**src/hw/rtl/tddf_pkg.sv**
```systemverilog
package tddf_pkg;

  localparam int CoordW    = 11;
  localparam int PixW      = 8;
  localparam int SumW      = 10;
  localparam int SizeW     = 12;
  localparam int OffW      = 10;
  localparam int CfgIdxW   = 2;
  localparam int CfgDataW  = 12;
  localparam int InTdataW  = 8;
  localparam int OutTdataW = 32;

  localparam logic [SizeW-1:0] WidthRst  = 12'd1920;
  localparam logic [SizeW-1:0] HeightRst = 12'd1080;
  localparam logic [OffW-1:0]  OffsetRst = 10'd16;
  localparam int               MinSize   = 3;

  typedef enum logic [CfgIdxW-1:0] {
    CfgFrameWidth  = 2'd0,
    CfgFrameHeight = 2'd1,
    CfgDecayOffset = 2'd2
  } cfg_idx_e;

  // one accepted pixel, as seen by the stencil stage
  typedef struct packed {
    logic [CoordW-1:0] row_a;      // row of the stencil result (y-1)
    logic [CoordW-1:0] row_b;      // own row, used on the final row
    logic [CoordW-1:0] col;
    logic [PixW-1:0]   pixel;
    logic [PixW-1:0]   prev_first; // column 0 of the row above
    logic              emit_a;
    logic              interior;
    logic              last_row;
    logic              first_col;
  } item_t;

  // up to two results of one pixel
  typedef struct packed {
    logic [CoordW-1:0] row_a;
    logic [CoordW-1:0] row_b;
    logic [CoordW-1:0] col;
    logic [PixW-1:0]   value;
    logic              has_a;
    logic              has_b;
  } res_t;

endpackage

```
**src/hw/rtl/tddf_stencil.sv**
```systemverilog
module tddf_stencil (
  input  logic                        clk_i,
  input  logic                        rst_ni,
  input  logic                        load_i,
  input  logic                        adv_i,
  input  tddf_pkg::item_t             item_i,
  input  logic [tddf_pkg::PixW-1:0]   up_i,
  input  logic [tddf_pkg::PixW-1:0]   right_i,
  input  logic [tddf_pkg::OffW-1:0]   decay_offset_i,
  output logic                        valid_o,
  output tddf_pkg::res_t              res_o
);
  import tddf_pkg::*;

  item_t            s1_q;
  logic             valid_q, valid_d;
  logic [PixW-1:0]  win_a_q, win_b_q;   // row above at x and x-1
  logic [SumW-1:0]  sum, diff;
  logic [PixW-1:0]  value;

  assign valid_d = load_i ? 1'b1 : (adv_i ? 1'b0 : valid_q);

  always_ff @(posedge clk_i or negedge rst_ni) begin
    if (!rst_ni) begin
      valid_q <= 1'b0;
    end else begin
      valid_q <= valid_d;
    end
  end

  always_ff @(posedge clk_i) begin
    if (load_i) begin
      s1_q <= item_i;
    end
    if (valid_q && adv_i) begin
      win_b_q <= s1_q.first_col ? s1_q.prev_first : win_a_q;
      win_a_q <= right_i;
    end
  end

  always_comb begin
    sum   = SumW'(up_i) + SumW'(s1_q.pixel) + SumW'(win_b_q) + SumW'(right_i);
    diff  = sum - SumW'(decay_offset_i);
    value = '0;
    if (s1_q.interior && (sum > SumW'(decay_offset_i))) begin
      value = PixW'(diff >> 2);
    end
  end

  always_comb begin
    res_o.row_a = s1_q.row_a;
    res_o.row_b = s1_q.row_b;
    res_o.col   = s1_q.col;
    res_o.value = value;
    res_o.has_a = s1_q.emit_a;
    res_o.has_b = s1_q.last_row;
  end

  assign valid_o = valid_q;

endmodule

```
**config.mk**
```make
export PLATFORM = sky130hd
export DESIGN_NAME = tddf_stencil
export DESIGN_NICKNAME = d
export VERILOG_FILES = /design/src/hw/rtl/tddf_pkg.sv /design/src/hw/rtl/tddf_stencil.sv
export SDC_FILE = /design/constraint.sdc
export NUM_CORES = 1
export LEC_CHECK = 0
export BUFFER_PORTS_ARGS = -buffer_cell sky130_fd_sc_hd__buf_2
export CAP_MARGIN = 40
export CORE_UTILIZATION = 51
export DETAILED_ROUTE_END_ITERATION = 6
export GPL_TIMING_DRIVEN = 1
export PLACE_DENSITY_LB_ADDON = 0.05
export RECOVER_POWER = 50
export SYNTH_ARGS = -nofsm -noshare
export SYNTH_HDL_FRONTEND = slang
export SYNTH_SLANG_ARGS = --single-unit
```
**constraint.sdc**
```tcl
create_clock -name clk_i -period 8.1 [get_ports clk_i]
set_input_delay 1.62 -clock clk_i [delete_from_list [all_inputs] [get_ports clk_i]]
set_output_delay 1.62 -clock clk_i [all_outputs]
set_load 0.05 [all_outputs]
```
Word level (Yosys, flattened, before mapping)
Index checks and enable logic that the tools add are counted.
- bits in registers: 70
- bits of input ports: 83
- output and inout port bits: 44
- add/subtract/negate cells: 4
- $lt $le $gt $ge: 1
- multiplexer cells: 4
- reduce and logical (&&, ||, !) cells: 3
- operators by type and width (kind ; number):
    8-bit two-way mux ; 2
    10-bit by 8-bit adder with 10-bit output ; 1
    9-bit by 8-bit adder with 10-bit output ; 1
    10-bit > comparator ; 1
    10-bit subtractor ; 1
    8-bit by 8-bit adder with 9-bit output ; 1
    1-bit logical AND ; 2
    1-bit two-way mux ; 2
    2-bit nonzero test ; 1

Longest topological paths before layout
- depth in word-level cells: 6
- depth in mapped cells: 18

Worst setup path before layout
OpenSTA, ideal clock, no wires.
- path type: input to output
- from: input up_i[1] (netlist bit)
- to: output res_o[8] (netlist bit)
- arrival time: 6.190 ns
- slack: 0.290 ns
- stages on the path: 18
- path buffers: 1
- cells stage by stage: inv_1 fa_1 fa_1 inv_1 ha_1 fa_1 a21o_1 a21oi_1 nor2b_1 o31ai_1 a21boi_0 ha_1 buf_6 a21o_1 nor3_1 nand3_1 and3_1 nor3_1
- RTL lines (what ; RTL line ; text):
    start: declaration ; tddf_stencil.sv:7 ; input logic [tddf_pkg::PixW-1:0] up_i,
    end: declaration ; tddf_stencil.sv:11 ; output tddf_pkg::res_t res_o

==> results.yml <==
outcome:
  status: "finished, violations left"
  violations: "capacitance limit, slew limit"
global_route:
  grt_pass1_vias: 2180
  grtUsageTotal: 0.1671
  grt_pass1_wl_mm: 9.508
  grt_util_met3: 0.07090
  grt_max_degree: 47
  met2_usage: 0.2720
  grt.overflow.total: 0
  use_met1: 0.1989
  busiest_layer: "met2"
  antenna_found_initial: 0
logic_synthesis:
  ys_ff_latch: 70
  avgSynthCellArea_um2: 13.03
  ys_types: 44
  dominantRegCellSynth: "edfxtp_1"
  syn_area_um2: 3791
  synth_nets: 409
  async_reset_ff_frac: 0.01429
  synth_edf_count: 69
  synthCells: 291
  synth_seq_area_share: 0.5531
  synth-warning-count: 0
worst_setup_path:
  start_kind: "input port"
  critPathMaxFanout: 8
  critPathKind: "input port to output port"
  path_buf_inv: 4
  critPathTopFamily: "adder cells"
  worstPathCellList: "buf_2, inv_1, fa_1, fa_1, inv_1, ha_1, fa_1, a21o_1, a21oi_1, nor2b_1, o31ai_1, a21boi_0, ha_1, a21o_1, a21o_1, a21oi_2, a2bb2oi_2, nor3_1, buf_2"
  cpPeakStageDelay_ps: 510
  slowest_stage: "fa_1"
  worstPathArrival_ps: 5930
  end_kind: "output port"
  required_ps: 6480
detailed_routing:
  num_vias: 2300
  via_per_inst: 4.637
  drt-total-wl_mm: 6.172
  wl_per_cell_um: 12.44
  drt-pass1-iter-count: 4
  drt_iter0_markers: 44
  route.detailed.drc: 0
  drtAntennaViolNets: 0
place:
  pre_cts_slack_ps: 536.5
  placed_area_um2: 4275
  gp_congestion: 0.8704
  portBuffers: 126
  dp_hpwl_mm: 4.757
power:
  switching_share: 0.3859
  switching_power_mw: 0.5546
  p_per_area_nw_per_um2: 319.1
  clockPowerShare: 0.232
  leakagePower_nw: 2.099
  ir_drop_uv: 164.1
  p_comb_frac: 0.464
  intPower_mw: 0.8825
  seqPwrFrac: 0.304
  power.total_mw: 1.437
floorplan:
  fp.dieH_um: 88.22
  initial_core_util: 0.5255
  io_pins: 127
  die-area_um2: 7783
  coreArea_um2: 7214
  die-width_um: 88.22
  rows: 31
flow_run:
  max_cap_violations: 1
clock_tree:
  postCtsSetupBuffers: 0
  numCtsBuffers: 9
  cts_root_buf: "clkbuf_8"
  clock_path_buffers: 2
  ctsResizeCount: 0
  htree_levels: 3
  clk_latency_ps: 330
  clock-sinks: 70
  clkTransAtPathRegs_ps: 70
  cts_tree: "done"
  holdBufCountCts: 0
sta:
  setup_viol: 0
  finClkSkew_ps: 11.86
  finalCriticalPeriod_ps: 7551
  worst_slack_ps: 548.8
  slew-limit-headroom: -0.6068
  tightest_slew_ps: 2410
  drv_slew: 47
  min_period_over_period: 0.9322
  finalSetupTns_ps: 0
  rsz0062_at_grt: "false"
  hold_violations: 0
  fmax_ghz: 0.1324
hold_path:
  hold_class: "flip-flop to flip-flop"
finish:
  utilization: 0.6242
  diodes: 0
  drive_gt1_frac: 0.3854
  nNetsFinal: 510
  design_area_um2: 4503
  synthToLayoutAreaGrowth_pct: 18.78
## cell usage in the layout (no fill, tap or decap), drive strengths merged, types with 2 or more instances in the layout
| cell type | count |
|---|---|
| a21o | 6 |
| a21oi | 8 |
| a31oi | 3 |
| and3 | 3 |
| buf | 121 |
| bufinv | 3 |
| clkbuf | 16 |
| clkinv | 2 |
| edfxtp | 69 |
| fa | 16 |
| ha | 19 |
| inv | 57 |
| mux2 | 8 |
| nand2 | 6 |
| nand3 | 3 |
| nor2 | 14 |
| nor2b | 2 |
| nor3 | 4 |
| o21ai | 7 |
| or2 | 2 |
| xnor2 | 7 |
| xor2 | 2 |
## metrics by stage
stage	cells	hold slack [ps]
after floorplan	291	523.2
after global placement	480	479.1
after detailed placement	480	500.8
after CTS	496	518.1
after global routing	496	535.9
final	496	518.4
## area by class of cell
| class | instances | area, um2 |
|---|---|---|
| clock inverter | 6 | 110.1 |
| inverter | 57 | 214.0 |
| timing repair buffer | 127 | 628.1 |
| tap | 99 | 123.9 |
| fill | 616 | 2711 |
| sequential | 70 | 2097 |
| multi-input combinational | 127 | 1202 |
| clock buffer | 10 | 127.6 |
## power by group through the flow
stage               clock network (mW)  logic (mW)  registers (mW)
floorplan                            0       0.560           0.443
global placement                     0       0.665           0.444
detailed placement                   0       0.670           0.445
CTS                              0.343       0.672           0.437
global route                     0.358       0.738           0.440
finish                           0.334       0.666           0.437
## state kept, by name, summed over array words and instances (netlist names)
signal,flops
win_b_q,8
win_a_q,8
valid_o,1
s1_q,18
res_o,35
## synthesized netlist by cell type, drive strengths merged, types with 2 or more instances
cell type | instances | area share
a21oi | 8 | 0.012
edfxtp | 69 | 0.55
buf | 36 | 0.072
nand3 | 3 | 0.0040
a21o | 6 | 0.012
nor3 | 4 | 0.0053
nor2 | 14 | 0.014
mux2 | 8 | 0.024
a31oi | 3 | 0.0050
fa | 16 | 0.084
inv | 57 | 0.056
xor2 | 2 | 0.0046
ha | 19 | 0.063
o21ai | 7 | 0.013
and3 | 3 | 0.0063
or2 | 2 | 0.0033
xnor2 | 7 | 0.016
nand2 | 6 | 0.0066
nor2b | 2 | 0.0033
## path summary, 6_finish.rpt
kind,endpoint,slack (ps),from,cells after the start
max,res_o[8],550,up_i[1],19
min,valid_o$_DFFE_PN0P_,520,valid_o$_DFFE_PN0P_,1
max reg2reg,win_a_q[5]$_DFFE_PP_,6670,valid_o$_DFFE_PN0P_,1
min reg2reg,valid_o$_DFFE_PN0P_,520,valid_o$_DFFE_PN0P_,1
max in group asynchronous,valid_o$_DFFE_PN0P_,6960,rst_ni,1
min in group asynchronous,valid_o$_DFFE_PN0P_,1060,rst_ni,1
## cell families after synthesis
group	share of synthesized area
multiplexers	0.02376
adder cells (fa/ha/maj)	0.1472
XOR/XNOR	0.02079
buffers and inverters	0.1297
AO/OA/AOI/OAI	0.07030
flip-flops	0.5531
AND/OR/NAND/NOR	0.05512
## layer usage
| metal | vias to the layer above | wire length [um] | part of all wire |
|---|---|---|---|
| met3 | 4 | 542 | 0.088 |
| met5 | - | 0 | 0 |
| li1 | 1157 | - | - |
| met1 | 1053 | 2658 | 0.43 |
| met2 | 86 | 2928 | 0.47 |
| met4 | 0 | 43 | 0.0070 |
No activity file was read; power rests on OpenSTA's default activity.
