## src/hw/rtl/tddf_pkg.sv

```systemverilog
package tddf_pkg;

  localparam int CoordW    = 11;
  localparam int PixW      = 8;
  localparam int SumW      = 10;
  localparam int SizeW     = 12;
  localparam int OffW      = 10;
  localparam int CfgIdxW   = 2;
  localparam int CfgDataW  = 12;
  localparam int InTdataW  = 8;
  localparam int OutTdataW = 32;

  localparam logic [SizeW-1:0] WidthRst  = 12'd1920;
  localparam logic [SizeW-1:0] HeightRst = 12'd1080;
  localparam logic [OffW-1:0]  OffsetRst = 10'd16;
  localparam int               MinSize   = 3;

  typedef enum logic [CfgIdxW-1:0] {
    CfgFrameWidth  = 2'd0,
    CfgFrameHeight = 2'd1,
    CfgDecayOffset = 2'd2
  } cfg_idx_e;

  // one accepted pixel, as seen by the stencil stage
  typedef struct packed {
    logic [CoordW-1:0] row_a;      // row of the stencil result (y-1)
    logic [CoordW-1:0] row_b;      // own row, used on the final row
    logic [CoordW-1:0] col;
    logic [PixW-1:0]   pixel;
    logic [PixW-1:0]   prev_first; // column 0 of the row above
    logic              emit_a;
    logic              interior;
    logic              last_row;
    logic              first_col;
  } item_t;

  // up to two results of one pixel
  typedef struct packed {
    logic [CoordW-1:0] row_a;
    logic [CoordW-1:0] row_b;
    logic [CoordW-1:0] col;
    logic [PixW-1:0]   value;
    logic              has_a;
    logic              has_b;
  } res_t;

endpackage

```

## src/hw/rtl/tddf_out.sv

```systemverilog
module tddf_out (
  input  logic                             clk_i,
  input  logic                             rst_ni,
  input  logic                             valid_i,
  input  tddf_pkg::res_t                   res_i,
  output logic                             ready_o,
  output logic                             m_axis_tvalid,
  input  logic                             m_axis_tready,
  output logic [tddf_pkg::OutTdataW-1:0]   m_axis_tdata,
  output logic                             m_axis_tlast
);
  import tddf_pkg::*;

  res_t              r_q;
  logic              pend_a_q, pend_b_q;
  logic              load, xfer;
  logic [CoordW-1:0] row_sel;
  logic [PixW-1:0]   value_sel;

  // room for a new pixel: empty, or the only pending result leaves now
  assign ready_o = !(pend_a_q || pend_b_q) || (m_axis_tready && (pend_a_q ^ pend_b_q));
  assign load    = valid_i && ready_o;
  assign xfer    = m_axis_tvalid && m_axis_tready;

  always_ff @(posedge clk_i or negedge rst_ni) begin
    if (!rst_ni) begin
      pend_a_q <= 1'b0;
      pend_b_q <= 1'b0;
    end else if (load) begin
      pend_a_q <= res_i.has_a;
      pend_b_q <= res_i.has_b;
    end else if (xfer) begin
      if (pend_a_q) begin
        pend_a_q <= 1'b0;
      end else begin
        pend_b_q <= 1'b0;
      end
    end
  end

  always_ff @(posedge clk_i) begin
    if (load) begin
      r_q <= res_i;
    end
  end

  assign row_sel   = pend_a_q ? r_q.row_a : r_q.row_b;
  assign value_sel = pend_a_q ? r_q.value : '0;

  assign m_axis_tvalid = pend_a_q || pend_b_q;
  assign m_axis_tlast  = pend_a_q ? !pend_b_q : 1'b1;
  assign m_axis_tdata  = {(OutTdataW - 2 * CoordW - PixW)'(0), value_sel, r_q.col, row_sel};

  a_final_has_stencil: assert property (@(posedge clk_i) disable iff (!rst_ni)
    (load && res_i.has_b) |-> res_i.has_a)
    else $error("final-row pixel without stencil result");

  a_pair_in_order: assert property (@(posedge clk_i) disable iff (!rst_ni)
    (xfer && pend_a_q && pend_b_q) |=> (!pend_a_q && pend_b_q))
    else $error("second result of a pair lost or reordered");

endmodule

```

## config.mk

```make
export PLATFORM = sky130hd
export DESIGN_NAME = tddf_out
export DESIGN_NICKNAME = d
export VERILOG_FILES = /design/src/hw/rtl/tddf_pkg.sv /design/src/hw/rtl/tddf_out.sv
export SDC_FILE = /design/constraint.sdc
export NUM_CORES = 1
export LEC_CHECK = 0
export BUFFER_PORTS_ARGS = -buffer_cell sky130_fd_sc_hd__buf_2
export CORE_MARGIN = 2
export CORE_UTILIZATION = 48
export DETAILED_ROUTE_END_ITERATION = 10
export GPL_ROUTABILITY_DRIVEN = 0
export GPL_TIMING_DRIVEN = 0
export PLACE_DENSITY = 0.93
export SYNTH_ARGS = -nofsm -noshare
export SYNTH_HDL_FRONTEND = slang
export SYNTH_SLANG_ARGS = --single-unit
export TNS_END_PERCENT = 20
```

## constraint.sdc

```tcl
create_clock -name clk_i -period 5.4 [get_ports clk_i]
set_input_delay 0.54 -clock clk_i [delete_from_list [all_inputs] [get_ports clk_i]]
set_output_delay 0.54 -clock clk_i [all_outputs]
set_load 0.005 [all_outputs]
```

## Word-level counts from Yosys, hierarchy flattened

Index checks and enable logic that the tools add are counted.

| cells by class | value |
|---|---|
| eq/ne operators | 1 |
| muxes and demuxes | 8 |
| bitwise gates (word level) | 1 |
| reductions and logical operators | 9 |

Operators by type and width:

| cell | count |
|---|---|
| 11-bit two-way mux | 1 |
| 8-bit two-way mux | 1 |
| 1-bit two-way mux | 6 |
| 1-bit logical AND | 3 |
| 1-bit logical NOT | 2 |
| 1-bit logical OR | 2 |
| 2-bit by 1-bit inequality test with 1-bit output (second input constant) | 1 |
| 2-bit AND reduction | 1 |
| 2-bit nonzero test | 1 |
| 1-bit bitwise XOR | 1 |

| storage, ports and cells | value |
|---|---|
| register bits | 43 |
| input port bits | 47 |
| output and inout bits | 35 |
| word-level logic and storage cells | 25 |

## Longest topological paths before layout

| depth | value |
|---|---|
| word-level depth | 6 |
| gate-level depth with buffers | 6 |
| gate-level depth less buffers | 5 |

## Worst setup path before layout

No wires, ideal clock.

| path | value |
|---|---|
| path type | register to register |
| from | register pend_a_q |
| to | register r_q, in the netlist m_axis_tdata[11], enable pin |
| library setup time | 357 ps |
| arrival time | 1496 ps |
| data required time | 5043 ps |
| slack | 3547 ps |
| stages on the path, launching flop included | 6 |
| buffers on the path | 1 |
| period minus slack after synthesis | 1853 ps |
| cells stage by stage | dfrtp_1 clkbuf_1 inv_1 ha_1 a21o_1 and2_4 |

| on the way | value |
|---|---|
| cells in the longest elaborated chain, start to end | 4 |
| elaborated cells on any way between the ends | 6 |
| those cells by class | bitwise (1); reduce/logical (5) |

Ends and longest elaborated chain:

| item | line | text |
|---|---|---|
| start, declared | tddf_out.sv:15 | `logic pend_a_q, pend_b_q;` |
| start signal, assigned | tddf_out.sv:30 | `pend_a_q <= res_i.has_a;` |
| 1-bit bitwise XOR / 1-bit logical OR (equally long branches) | tddf_out.sv:21 | `assign ready_o = !(pend_a_q \|\| pend_b_q) \|\| (m_axis_tready && (pend_a_q ^ pend_b_q));` |
| 1-bit logical AND / 1-bit logical NOT (equally long branches) | tddf_out.sv:21 |  |
| 1-bit logical OR * | tddf_out.sv:21 |  |
| via ready_o | tddf_out.sv:6 | `output logic ready_o,` |
| 1-bit logical AND * | tddf_out.sv:22 | `assign load = valid_i && ready_o;` |
| via load | tddf_out.sv:16 | `logic load, xfer;` |
| end signal, assigned | tddf_out.sv:43 | `r_q <= res_i;` |
| end, declared | tddf_out.sv:14 | `res_t r_q;` |

Mark *: on every way through the listed nets, which the timed path passes. The rest lies on a longest branch.
A chain may end at the register's enable or synchronous reset.

## Worst setup path after layout

| path | value |
|---|---|
| from | register pend_a_q |
| to | output ready_o |

| on the way | value |
|---|---|
| cells in the longest elaborated chain, start to end | 3 |
| elaborated cells on any way between the ends | 5 |
| those cells by class | bitwise (1); reduce/logical (4) |

Ends and longest elaborated chain:

| item | line |
|---|---|
| 1-bit bitwise XOR / 1-bit logical OR (equally long branches) | tddf_out.sv:21 |
| 1-bit logical AND / 1-bit logical NOT (equally long branches) | tddf_out.sv:21 |
| 1-bit logical OR * | tddf_out.sv:21 |
| end, declared | tddf_out.sv:6 |

Every way passes the cells marked *; elsewhere a longest branch is shown, timed or not.

==> out/results.tsv <==
stage	metric	value	unit
placement	worst slack, placed	3.30	ns
power_and_ir_drop	Overall Power	0.975	mW
logic_synthesis	cells after synthesis	92	
logic_synthesis	syn_area_per_cell	18.0	sq um
critical_path	crit-path cells	clkbuf_1, inv_1, ha_1, a21o_1, buf_2	
layout	FF/Latch Area	0.00128	sq mm
layout	commonest non-fill, non-tap cell in the layout	buf_2	
layout	non-filler cells, final	227	
layout	# diodes	0	
logic_synthesis	count of warnings emitted by yosys	0	
die	row count	21	
critical_path	Worst setup EP type	primary output	
layout	most frequent cells in the layout	buf_2, edfxtp_1, buf_4	
timing	clk_skew	0.00661	ns
clock_network	root buf cell	clkbuf_4	
detailed_routing	Initial DRC Count	21	
power_and_ir_drop	VDD IR max	296	uV
power_and_ir_drop	Leakage	0.969	nW
job	max-cap viol count	0	
die	starting density of the core	49.7	%
layout	P&R area growth vs syn	32.7	%
detailed_routing	Avg Vias per Cell	4.48	
timing	Final Hold Viols	0	
placement	placed instance count	218	
power_and_ir_drop	Pwr Density	443	mW/mm^2
logic_synthesis	most used flip-flop cell after synthesis	edfxtp_1	
timing	RSZ-0062 raised after global routing	no	
detailed_routing	drt pass-1 iters	4	
outcome	outcome	completed	
critical_path	Crit Path Class	flop to primary output	
critical_path	WP data required	4.86	ns
die	I/O pins	82	
critical_path	CP max stage cell	dfrtp_1	
timing	Final TNS setup	0	ns
die	core area	0.00334	sq mm
clock_network	clk buf depth	2	
timing	Period Utilization, post-route	42.7	%
clock_network	CTS clk-pin slew, worst paths	0.12	ns
logic_synthesis	distinct cell type count after synthesis	17	
clock_network	H-tree depth	2	
timing	Final min period	2.30	ns
detailed_routing	Avg WL per Cell	12.3	um
logic_synthesis	Synth area leaders	edfxtp_1, mux2_2, buf_4	
min_path	Hold Crit Class	input port to flop	
detailed_routing	DRT antenna net count	0	
die	Die Span Y	62.8	um
clock_network	post-CTS setup buffer count	0	
clock_network	clk sinks	43	
timing	worst slew pin tran	0.521	ns
critical_path	Worst EP arrival	1.76	ns
die	total die area	0.00394	sq mm
detailed_routing	DRC viols	0	
detailed_routing	vias post-DR	1018	
global_route	vias in the first global route	990	
logic_synthesis	post-synth design cell area	0.00166	sq mm
logic_synthesis	Synth top area share	74.2	%
global_route	GR Overflow Total	0	
die	Chip Width	62.8	um
critical_path	Startpoint Class	flop	
critical_path	Critical Path Fanout Max	10	
logic_synthesis	Post-synth ARST share	4.65	%
layout	Nets	229	
clock_network	cells resized by post-CTS repair	0	
detailed_routing	Total Wirelength	2790	um
timing	Slew HR	65.3	%
placement	port buffer count	79	
clock_network	cts-stage hold buffer count	1	
clock_network	TritonCTS clock tree	yes	
layout	share of layout cells above drive strength 1	61.9	%
global_route	global-route wire length before repair	4400	um
layout	Filler cells	253	
logic_synthesis	Seq/Total Area, Yosys	77.2	%
timing	max frequency	434	MHz
timing	# setup viols final	0	
clock_network	clock latency on the worst-skew pair	0.33	ns
global_route	initial antenna violation count	0	
logic_synthesis	EDFF count, synth	41	
logic_synthesis	Synth area leader	edfxtp_1	
timing	post-route setup slack	3.10	ns
placement	hpwl dp	2040	um
clock_network	TritonCTS buffer count	5	
global_route	largest net degree at the start of global routing	44	
global_route	All-Layer GR Usage	15.5	%
logic_synthesis	Synth Register Bits	43	
timing	Max Slew Vio Count	0	
layout	area of the multi-input gates	258	sq um
critical_path	max incr delay on CP	0.45	ns
-- power breakdown --
group	switching, mW	internal [mW]	total [mW]
combinational	0.135	0.155	0.290
sequential	0.0250	0.471	0.496
clock	0.0941	0.0953	0.189
total	0.254	0.720	0.975
-- flip-flops by register name (all words and copies together), names as in the netlist --
signal,flops
r_q,30
pend_a_q,1
pend_b_q,1
m_axis_tdata,11
-- through the flow --
stage	cell area, sq um	utilization, %	hold slack, ns
2_1_floorplan	1660	-	0.244
3_3_place_gp	2120	63.4	0.327
3_5_place_dp	2120	63.4	0.330
4_1_cts	2200	66.0	0.355
5_1_grt	2200	66.0	0.330
6_report	2200	66.0	0.369
-- path summary, 6_finish.rpt --
kind | start | cells after the start | endpoint | slack, ns
setup / recovery | pend_a_q | 5 | ready_o | 3.10
hold / removal | res_i[20] | 1 | m_axis_tdata[21] | 0.37
setup reg to reg | pend_a_q | 5 | r_q[27] | 3.31
hold reg to reg | pend_b_q | 2 | pend_b_q | 0.58
max in group asynchronous | rst_ni | 2 | pend_b_q | 4.76
min in group asynchronous | rst_ni | 2 | pend_a_q | 0.55
-- cell type report --
type,instances,area share [%]
Tap cell,46,2.61
Clock inverter,3,1.76
Inverter,4,0.682
Buffer,15,4.94
Clock buffer,5,1.70
Multi-Input combinational cell,31,11.7
Timing Repair Buffer,80,18.4
Sequential cell,43,58.2
-- Yosys cell counts (2+ instances only) --
cell type and number:
edfxtp_1 41, ha_1 2, inv_1 4, dfrtp_1 2, buf_4 14, mux2_2 11, and2_1 8
-- worst max-delay path, delay by kind of cell, from the launching register on --
family,cells,cell delay (ns)
AOI/OAI and AO/OA,1,0.20
adders and majority gates,1,0.29
DFF,1,0.45
buffers and inverters,3,0.50
-- layer usage --
metal	vias to the layer above	global-route usage (%)	share of wire, %
met5	-	0	0
met4	0	11.9	5.1
met3	13	4.32	6.8
met2	56	25.8	52
met1	456	16.5	36
li1	493	-	-
-- logic make-up after synthesis --
group / count (synthesis) / synth area share [%]
DFF: 43 / 77.2
buffers and inverters: 19 / 7.47
and+or+nand+nor: 12 / 4.45
muxes: 11 / 7.47
AOI/OAI and AO/OA: 4 / 1.66
adders and majority gates: 2 / 1.51
other: 1 / 0.226
No activity file was read; power rests on OpenSTA's default activity.
