$ cat src/hw/rtl/tddf_pkg.sv
package tddf_pkg;

  localparam int CoordW    = 11;
  localparam int PixW      = 8;
  localparam int SumW      = 10;
  localparam int SizeW     = 12;
  localparam int OffW      = 10;
  localparam int CfgIdxW   = 2;
  localparam int CfgDataW  = 12;
  localparam int InTdataW  = 8;
  localparam int OutTdataW = 32;

  localparam logic [SizeW-1:0] WidthRst  = 12'd1920;
  localparam logic [SizeW-1:0] HeightRst = 12'd1080;
  localparam logic [OffW-1:0]  OffsetRst = 10'd16;
  localparam int               MinSize   = 3;

  typedef enum logic [CfgIdxW-1:0] {
    CfgFrameWidth  = 2'd0,
    CfgFrameHeight = 2'd1,
    CfgDecayOffset = 2'd2
  } cfg_idx_e;

  // one accepted pixel, as seen by the stencil stage
  typedef struct packed {
    logic [CoordW-1:0] row_a;      // row of the stencil result (y-1)
    logic [CoordW-1:0] row_b;      // own row, used on the final row
    logic [CoordW-1:0] col;
    logic [PixW-1:0]   pixel;
    logic [PixW-1:0]   prev_first; // column 0 of the row above
    logic              emit_a;
    logic              interior;
    logic              last_row;
    logic              first_col;
  } item_t;

  // up to two results of one pixel
  typedef struct packed {
    logic [CoordW-1:0] row_a;
    logic [CoordW-1:0] row_b;
    logic [CoordW-1:0] col;
    logic [PixW-1:0]   value;
    logic              has_a;
    logic              has_b;
  } res_t;

endpackage

$ cat src/hw/rtl/tddf_raster.sv
module tddf_raster #(
  parameter int MAX_WIDTH  = 2048,
  parameter int MAX_HEIGHT = 2048
) (
  input  logic                               clk_i,
  input  logic                               rst_ni,
  input  logic                               accept_i,
  input  logic [tddf_pkg::PixW-1:0]          pixel_i,
  input  logic [tddf_pkg::SizeW-1:0]         frame_width_i,
  input  logic [tddf_pkg::SizeW-1:0]         frame_height_i,
  output tddf_pkg::item_t                    item_o,
  output logic [$clog2(MAX_WIDTH):0]         cur_addr_o,
  output logic [$clog2(MAX_WIDTH):0]         prev_addr_o
);
  import tddf_pkg::*;

  localparam int ColW  = $clog2(MAX_WIDTH);
  localparam int RowW  = $clog2(MAX_HEIGHT);
  localparam int WCmpW = (ColW + 1 > SizeW) ? ColW + 1 : SizeW;
  localparam int HCmpW = (RowW + 1 > SizeW) ? RowW + 1 : SizeW;

  logic [ColW-1:0]  col_q, col_d;
  logic [RowW-1:0]  row_q, row_d;
  logic [PixW-1:0]  first_q;

  logic [WCmpW-1:0] fw, w;
  logic [HCmpW-1:0] fh, h;
  logic             wrap_col;
  logic [HCmpW-1:0] y_full, y_norm;
  logic [ColW-1:0]  x;
  logic [RowW-1:0]  y;
  logic             x_last, y_last;

  // clamp the frame size into [3, MAX]
  always_comb begin
    fw = WCmpW'(frame_width_i);
    fh = HCmpW'(frame_height_i);
    if (fw < WCmpW'(MinSize)) begin
      w = WCmpW'(MinSize);
    end else if (fw > WCmpW'(MAX_WIDTH)) begin
      w = WCmpW'(MAX_WIDTH);
    end else begin
      w = fw;
    end
    if (fh < HCmpW'(MinSize)) begin
      h = HCmpW'(MinSize);
    end else if (fh > HCmpW'(MAX_HEIGHT)) begin
      h = HCmpW'(MAX_HEIGHT);
    end else begin
      h = fh;
    end
  end

  // position of this pixel; folds in a size change since the last pixel
  always_comb begin
    wrap_col = WCmpW'(col_q) >= w;
    y_full   = wrap_col ? HCmpW'(row_q) + HCmpW'(1) : HCmpW'(row_q);
    y_norm   = (y_full >= h) ? '0 : y_full;
    y        = RowW'(y_norm);
    x        = wrap_col ? '0 : col_q;
    x_last   = WCmpW'(x) == (w - WCmpW'(1));
    y_last   = HCmpW'(y) == (h - HCmpW'(1));
  end

  always_comb begin
    col_d = col_q;
    row_d = row_q;
    if (accept_i) begin
      if (x_last) begin
        col_d = '0;
        row_d = y_last ? '0 : RowW'(HCmpW'(y) + HCmpW'(1));
      end else begin
        col_d = ColW'(WCmpW'(x) + WCmpW'(1));
        row_d = y;
      end
    end
  end

  always_ff @(posedge clk_i or negedge rst_ni) begin
    if (!rst_ni) begin
      col_q <= '0;
      row_q <= '0;
    end else begin
      col_q <= col_d;
      row_q <= row_d;
    end
  end

  always_ff @(posedge clk_i) begin
    if (accept_i && (x == '0)) begin
      first_q <= pixel_i;
    end
  end

  always_comb begin
    item_o.row_b      = CoordW'(y);
    item_o.row_a      = CoordW'(y) - CoordW'(1);
    item_o.col        = CoordW'(x);
    item_o.pixel      = pixel_i;
    item_o.prev_first = first_q;
    item_o.emit_a     = y != '0;
    item_o.interior   = (HCmpW'(y) >= HCmpW'(2)) && (x != '0) && !x_last;
    item_o.last_row   = y_last;
    item_o.first_col  = x == '0;
  end

  // bank of row y holds row y-2; the other bank holds row y-1
  assign cur_addr_o  = {y[0], x};
  assign prev_addr_o = {~y[0], ColW'(WCmpW'(x) + WCmpW'(1))};

  a_col_in_frame: assert property (@(posedge clk_i) disable iff (!rst_ni)
    accept_i |-> (WCmpW'(x) < w) && (HCmpW'(y) < h))
    else $error("raster position outside frame");

endmodule

$ cat config.mk
export PLATFORM = sky130hd
export DESIGN_NAME = tddf_raster
export DESIGN_NICKNAME = d
export VERILOG_FILES = /design/src/hw/rtl/tddf_pkg.sv /design/src/hw/rtl/tddf_raster.sv
export SDC_FILE = /design/constraint.sdc
export NUM_CORES = 1
export LEC_CHECK = 0
export BUFFER_PORTS_ARGS = -buffer_cell sky130_fd_sc_hd__buf_2
export CAP_MARGIN = 20
export CORE_ASPECT_RATIO = 0.75
export CORE_MARGIN = 4
export CORE_UTILIZATION = 59
export DETAILED_ROUTE_END_ITERATION = 8
export HOLD_SLACK_MARGIN = 0.15
export PLACE_DENSITY = 0.92
export SLEW_MARGIN = 20
export SYNTH_ARGS = -nofsm -noshare
export SYNTH_HDL_FRONTEND = slang
export SYNTH_SLANG_ARGS = --single-unit
$ cat constraint.sdc
create_clock -name clk_i -period 18.9 [get_ports clk_i]
set_clock_uncertainty 0.2 [all_clocks]
set_input_delay 2.835 -clock clk_i [delete_from_list [all_inputs] [get_ports clk_i]]
set_output_delay 2.835 -clock clk_i [all_outputs]
set_load 0.005 [all_outputs]
# --- After elaboration in Yosys (flattened, before gate mapping) ---
# Cells that the tools add are included.
totals:
  reg_bits: 30
  in_bits: 35
  out_inout_bits: 77
  elab_cells: 36
op_classes:
  add_sub_neg: 6
  magnitude_cmp: 7
  eq_ne: 2
  n_mux: 10
  bitwise: 1
  reduce_logical: 7
op_table:
  columns: ["cell", "n"]
  rows:
  - ["$mux W12", 5]
  - ["$mux W11", 5]
  - ["$eq A11 B12 Y1", 2]
  - ["$gt A12 B12 Y1 const B", 2]
  - ["$lt A12 B2 Y1 const B", 2]
  - ["$sub A12 B1 Y12 const B", 2]
  - ["$add A11 B1 Y11 const B", 2]
  - ["$reduce_bool A11 Y1", 2]
  - ["$add A11 B1 Y12 const B", 1]
  - ["$ge A11 B12 Y1", 1]
  - ["$ge A12 B12 Y1", 1]
  - ["$ge A11 B2 Y1 const B", 1]
  - ["$logic_not A11 Y1", 1]
  - ["$sub A11 B1 Y11 const B", 1]
  - ["$logic_and A1 B1 Y1", 3]
  - ["$logic_not A1 Y1", 1]
  - ["$not A1 Y1", 1]

# --- Longest topological paths before layout ---
logic_depth:
  ltp_word: 10
  mapped_depth: 29
  ltp_nobuf: 27

# --- Least setup slack after synthesis ---
# No wires, ideal clock.
synth_timing:
  kind: "in2out"
  startpoint: "input frame_width_i[5] (netlist bit)"
  endpoint: "output item_o[1] (netlist bit)"
  t_arrival_ps: 7940
  required_ps: 15865
  path_slack_ps: 7925
  cell_stages: 23
  n_path_buf: 1
  path_cell_list: "nor4_2 > a31oi_1 > nor2_1 > ha_1 > nand2b_1 > a2111oi_2 > nor4_1 > nor3_2 > xnor2_1 > inv_1 > ha_1 > nand2b_1 > a2111oi_0 > o21ai_0 > a2111oi_0 > mux2i_1 > nand2_2 > nand2_1 > inv_2 > mux2_2 > o221ai_1 > and4_1 > buf_4"
synth_lines:
  columns: ["element", "line", "text"]
  rows:
  - ["start, declared", "tddf_raster.sv:9", "input logic [tddf_pkg::SizeW-1:0] frame_width_i,"]
  - ["end, declared", "tddf_raster.sv:11", "output tddf_pkg::item_t item_o,"]

==> summary.md <==
| Metric | Value |
|---|---|
| H-Tree Depth | 2 |
| Maxcap violations | 0 |
| Largest net degree at the start of global routing | 34 |
| Filler cells | approximately 570 |
| Final hold vios | 0 |
| Total Routing Usage GR | 0.3221 |
| P_leak | 0.002216 µW |
| TritonCTS clock tree | done |
| Worst slew pin tran | between 1 and 1.5 ns |
| Starting DRT DRC Count | slightly above 600 |
| Ys Warns | 0 |
| Post-synthesis adder-cell area fraction | 0.08589 |
| Mux contribution to synthesized area | 0.02262 |
| Flop pwr share | 0.196 |
| Antenna Nets Post-Route | 0 |
| Commonest non-fill, non-tap cell in the layout | buf_2 |
| Worst path depth | 25 |
| Status | complete, no violations |
| Slowest CP cell | nor3_2 |
| Shortest period the worst path allows | ~13 ns |
| TritonCTS Sinks | 30 |
| Top-Level Pins | approximately 110 |
| Pre-antenna DRT Iters | 6 |
| Yosys cell types | 78 |
| Die height | between 80 and 90 µm |
| Largest family of logic cells by synthesized area | simple AND/OR/NAND/NOR gates |
| Req. time, crit path | 15.87 ns |
| Placement Setup Slack | 6.077 ns |
| Util after Layout | 0.6943 |
| Worst hold path class | reg2reg |
| #FFs+latches synth | 30 |
| Syn Std Cell Area | about 0.0044 mm² |
| Clk Latency, worst-skew pair | about 0.29 ns |
| Post-synth ARST share | 0.7333 |
| Row count | 26 |
| Worst Reg-to-Reg Cells | 24 |
| First-pass GRT wire length | between 20000 and 25000 µm |
| Switch Pwr | 290.1 µW |
| FF-to-FF Start | col_q[0] |
| Sw Share | 0.5268 |
| DP Wirelength | 11430 µm |
| Cells after synthesis | roughly 570 |
| Pwr per Cell Area | 113.4 mW/mm² |
| Synth top area share | 0.1260 |
| Synth area leaders | dfrtp_1 13%, ha_1 8.6%, nand2_1 6.0%, xnor2_1 6.0%, edfxtp_1 5.5% |
| Rel. slew slack | 0.3162 |
| CP delay by family, top | simple AND/OR/NAND/NOR gates |
| Chip width | 107.4 µm |
| Final setup fails | 0 |
| Postcts setup bufs | 0 |
| RSZ-0062 raised after global routing | false |
| Simple-gate portion of the synthesized area | 0.3126 |
| Initial core utilization | 0.6249 |
| Most frequent cells in the layout | 111 x buf_2, 70 x nand2_1, 41 x nor2_1 |
| Worst setup EP type | primary output |
| Register area share after synthesis | 0.1809 |
| Clk slew on worst S/H paths | ~0.07 ns |
| Predominant post-synthesis flop cell | dfrtp_1 |
| Int Pwr | ~260 µW |
| DRC | 0 |
| CP Capture Point | item_o[1] |
| CP peak stage delay | roughly 0.8 ns |
| IO buf count | 111 |
| Initial antenna violation count | 0 |
| VDD IR max | between 0.1 and 0.15 mV |
| Final worst slack | 5.720 ns |
| Synthesized area per cell | between 7 and 8 µm² |
| Reg2reg end | row_q[10] |
| Post-Route WL | between 10000 and 15000 µm |
| CTS root buf | clkbuf_8 |
| Vias in the first global route | 4400 |
| Grt total ovfl | 0 |
| Cell taking the most area after synthesis | dfrtp_1 |
| Clock power frac | 0.100 |
| Critical path buffers and inverters | 5 |
| Via density | roughly 6.6 |
| Worst Setup SP | frame_width_i[5] |
| Die area | 0.008863 mm² |
| Drt wl/cell | between 15 and 20 µm |
| Area grow syn2layout | 11.11% |
| Core ar. | around 0.007 mm² |
| Largest buffer count on any clock path | 2 |
| Layout cells sized above 1 | 0.2419 |
| EDFF count, synth | 8 |
| Comb power frac | 0.704 |
| Type of origin of the critical path | input pin |
| Worst reg-to-reg setup slack | about 11 ns |
| Final TNS setup | 0 ns |
| Highest Clock Rate | about 76 MHz |
| Vias | between 4000 and 5000 |
| Ant diodes | 0 |
| Synth Area in Compound Gates | 0.2144 |
| Crit share post-route | 0.6974 |
| Final #Nets | between 700 and 800 |
| Footprint of the multi-input gates | between 0.003 and 0.004 mm² |
| GPL Wtd Cong | between 1 and 1.5 |
| Setup CP Type | in2out |
| Count of hold-fix buffers inserted at cts | 0 |
| Syn_nets | between 600 and 700 |
| Critical path fanouts, max | 18 |
| Cts bufs inserted | 5 |
| Max-slew violations | 0 |
| Cts repair resizes | 0 |
| Sequential Area | about 800 µm² |
| Critical Path AT | between 10 and 15 ns |
| XOR/XNOR Fraction of Synth Area | 0.08818 |
-- metrics by stage --
stage               power [µW]  hold WS [ns]  area, µm²  instances
finish                   550.7        0.3864       4856        743
global route             596.5        0.3979       4856        743
CTS                      539.7        0.3726       4856        743
detailed placement       480.7        0.3566       4762        735
global placement         472.4        0.3518       4762        735
floorplan                354.6        0.2978       4370        569
-- cell type report --
| cell class | count | share of cell area |
|---|---|---|
| sequential | 30 | 0.1628 |
| clock inverter | 2 | 0.002319 |
| inverter | 31 | 0.02396 |
| multi-input combinational | 464 | 0.6527 |
| clock buffer | 6 | 0.01701 |
| tap | 98 | 0.02525 |
| timing repair buffer | 112 | 0.1159 |
-- how the worst min path moves through the flow --
stage,startpoint,endpoint,slack (ns),cells past startpoint
6_report,row_q[1],row_q[1],0.39,1
5_1_grt,row_q[1],row_q[1],0.40,1
4_1_cts,row_q[1],row_q[1],0.37,1
3_5_place_dp,row_q[1],row_q[1],0.36,1
3_3_place_gp,row_q[1],row_q[1],0.35,1
2_1_floorplan,row_q[1],row_q[1],0.30,1
-- layer usage --
| layer | part of all wire | track usage |
|---|---|---|
| met1 | 0.42 | 0.4601 |
| met3 | 0.16 | 0.1111 |
| met2 | 0.40 | 0.4619 |
| met5 | 0 | 0 |
| met4 | 0.015 | 0.08197 |
-- worst register-to-register path, delay by kind of cell (launching register included) --
kind | cells | cell delay [ns]
AO/OA/AOI/OAI | 6 | 2.09
XOR/XNOR | 1 | 0.35
adder cells (fa/ha/maj) | 3 | 0.82
buffers and inverters | 4 | 0.71
flip-flops | 1 | 0.41
multiplexers | 1 | 0.21
AND/OR/NAND/NOR | 9 | 2.60
-- logic make-up after synthesis --
logic type               count (synthesis)
AO/OA/AOI/OAI                          128
XOR/XNOR                                44
adder cells (fa/ha/maj)                 30
buffers and inverters                   75
flip-flops                              30
multiplexers                             9
AND/OR/NAND/NOR                        253
-- cells in the mapped netlist (14+ instances only) --
library cell,instances
nand2_1,70
nor2_1,41
ha_1,30
buf_4,24
nand3_1,23
xnor2_1,30
xor2_1,14
a21oi_1,21
inv_1,30
dfrtp_1,22
o21ai_0,22
nor3_1,25
-- power groups by stage --
stage	Clock (µW)	Sequential, µW	Combinational, µW
6_report	55.1	108	387
2_1_floorplan	0	97.5	257
3_5_place_dp	0	107	373
3_3_place_gp	0	106	367
5_1_grt	59.7	110	427
4_1_cts	56.2	106	377
-- flip-flops by register name (all words and copies together) (netlist names) --
signal / count
first_q: 8
col_q: 11
row_q: 11
(Power assumes the default switching activity.)
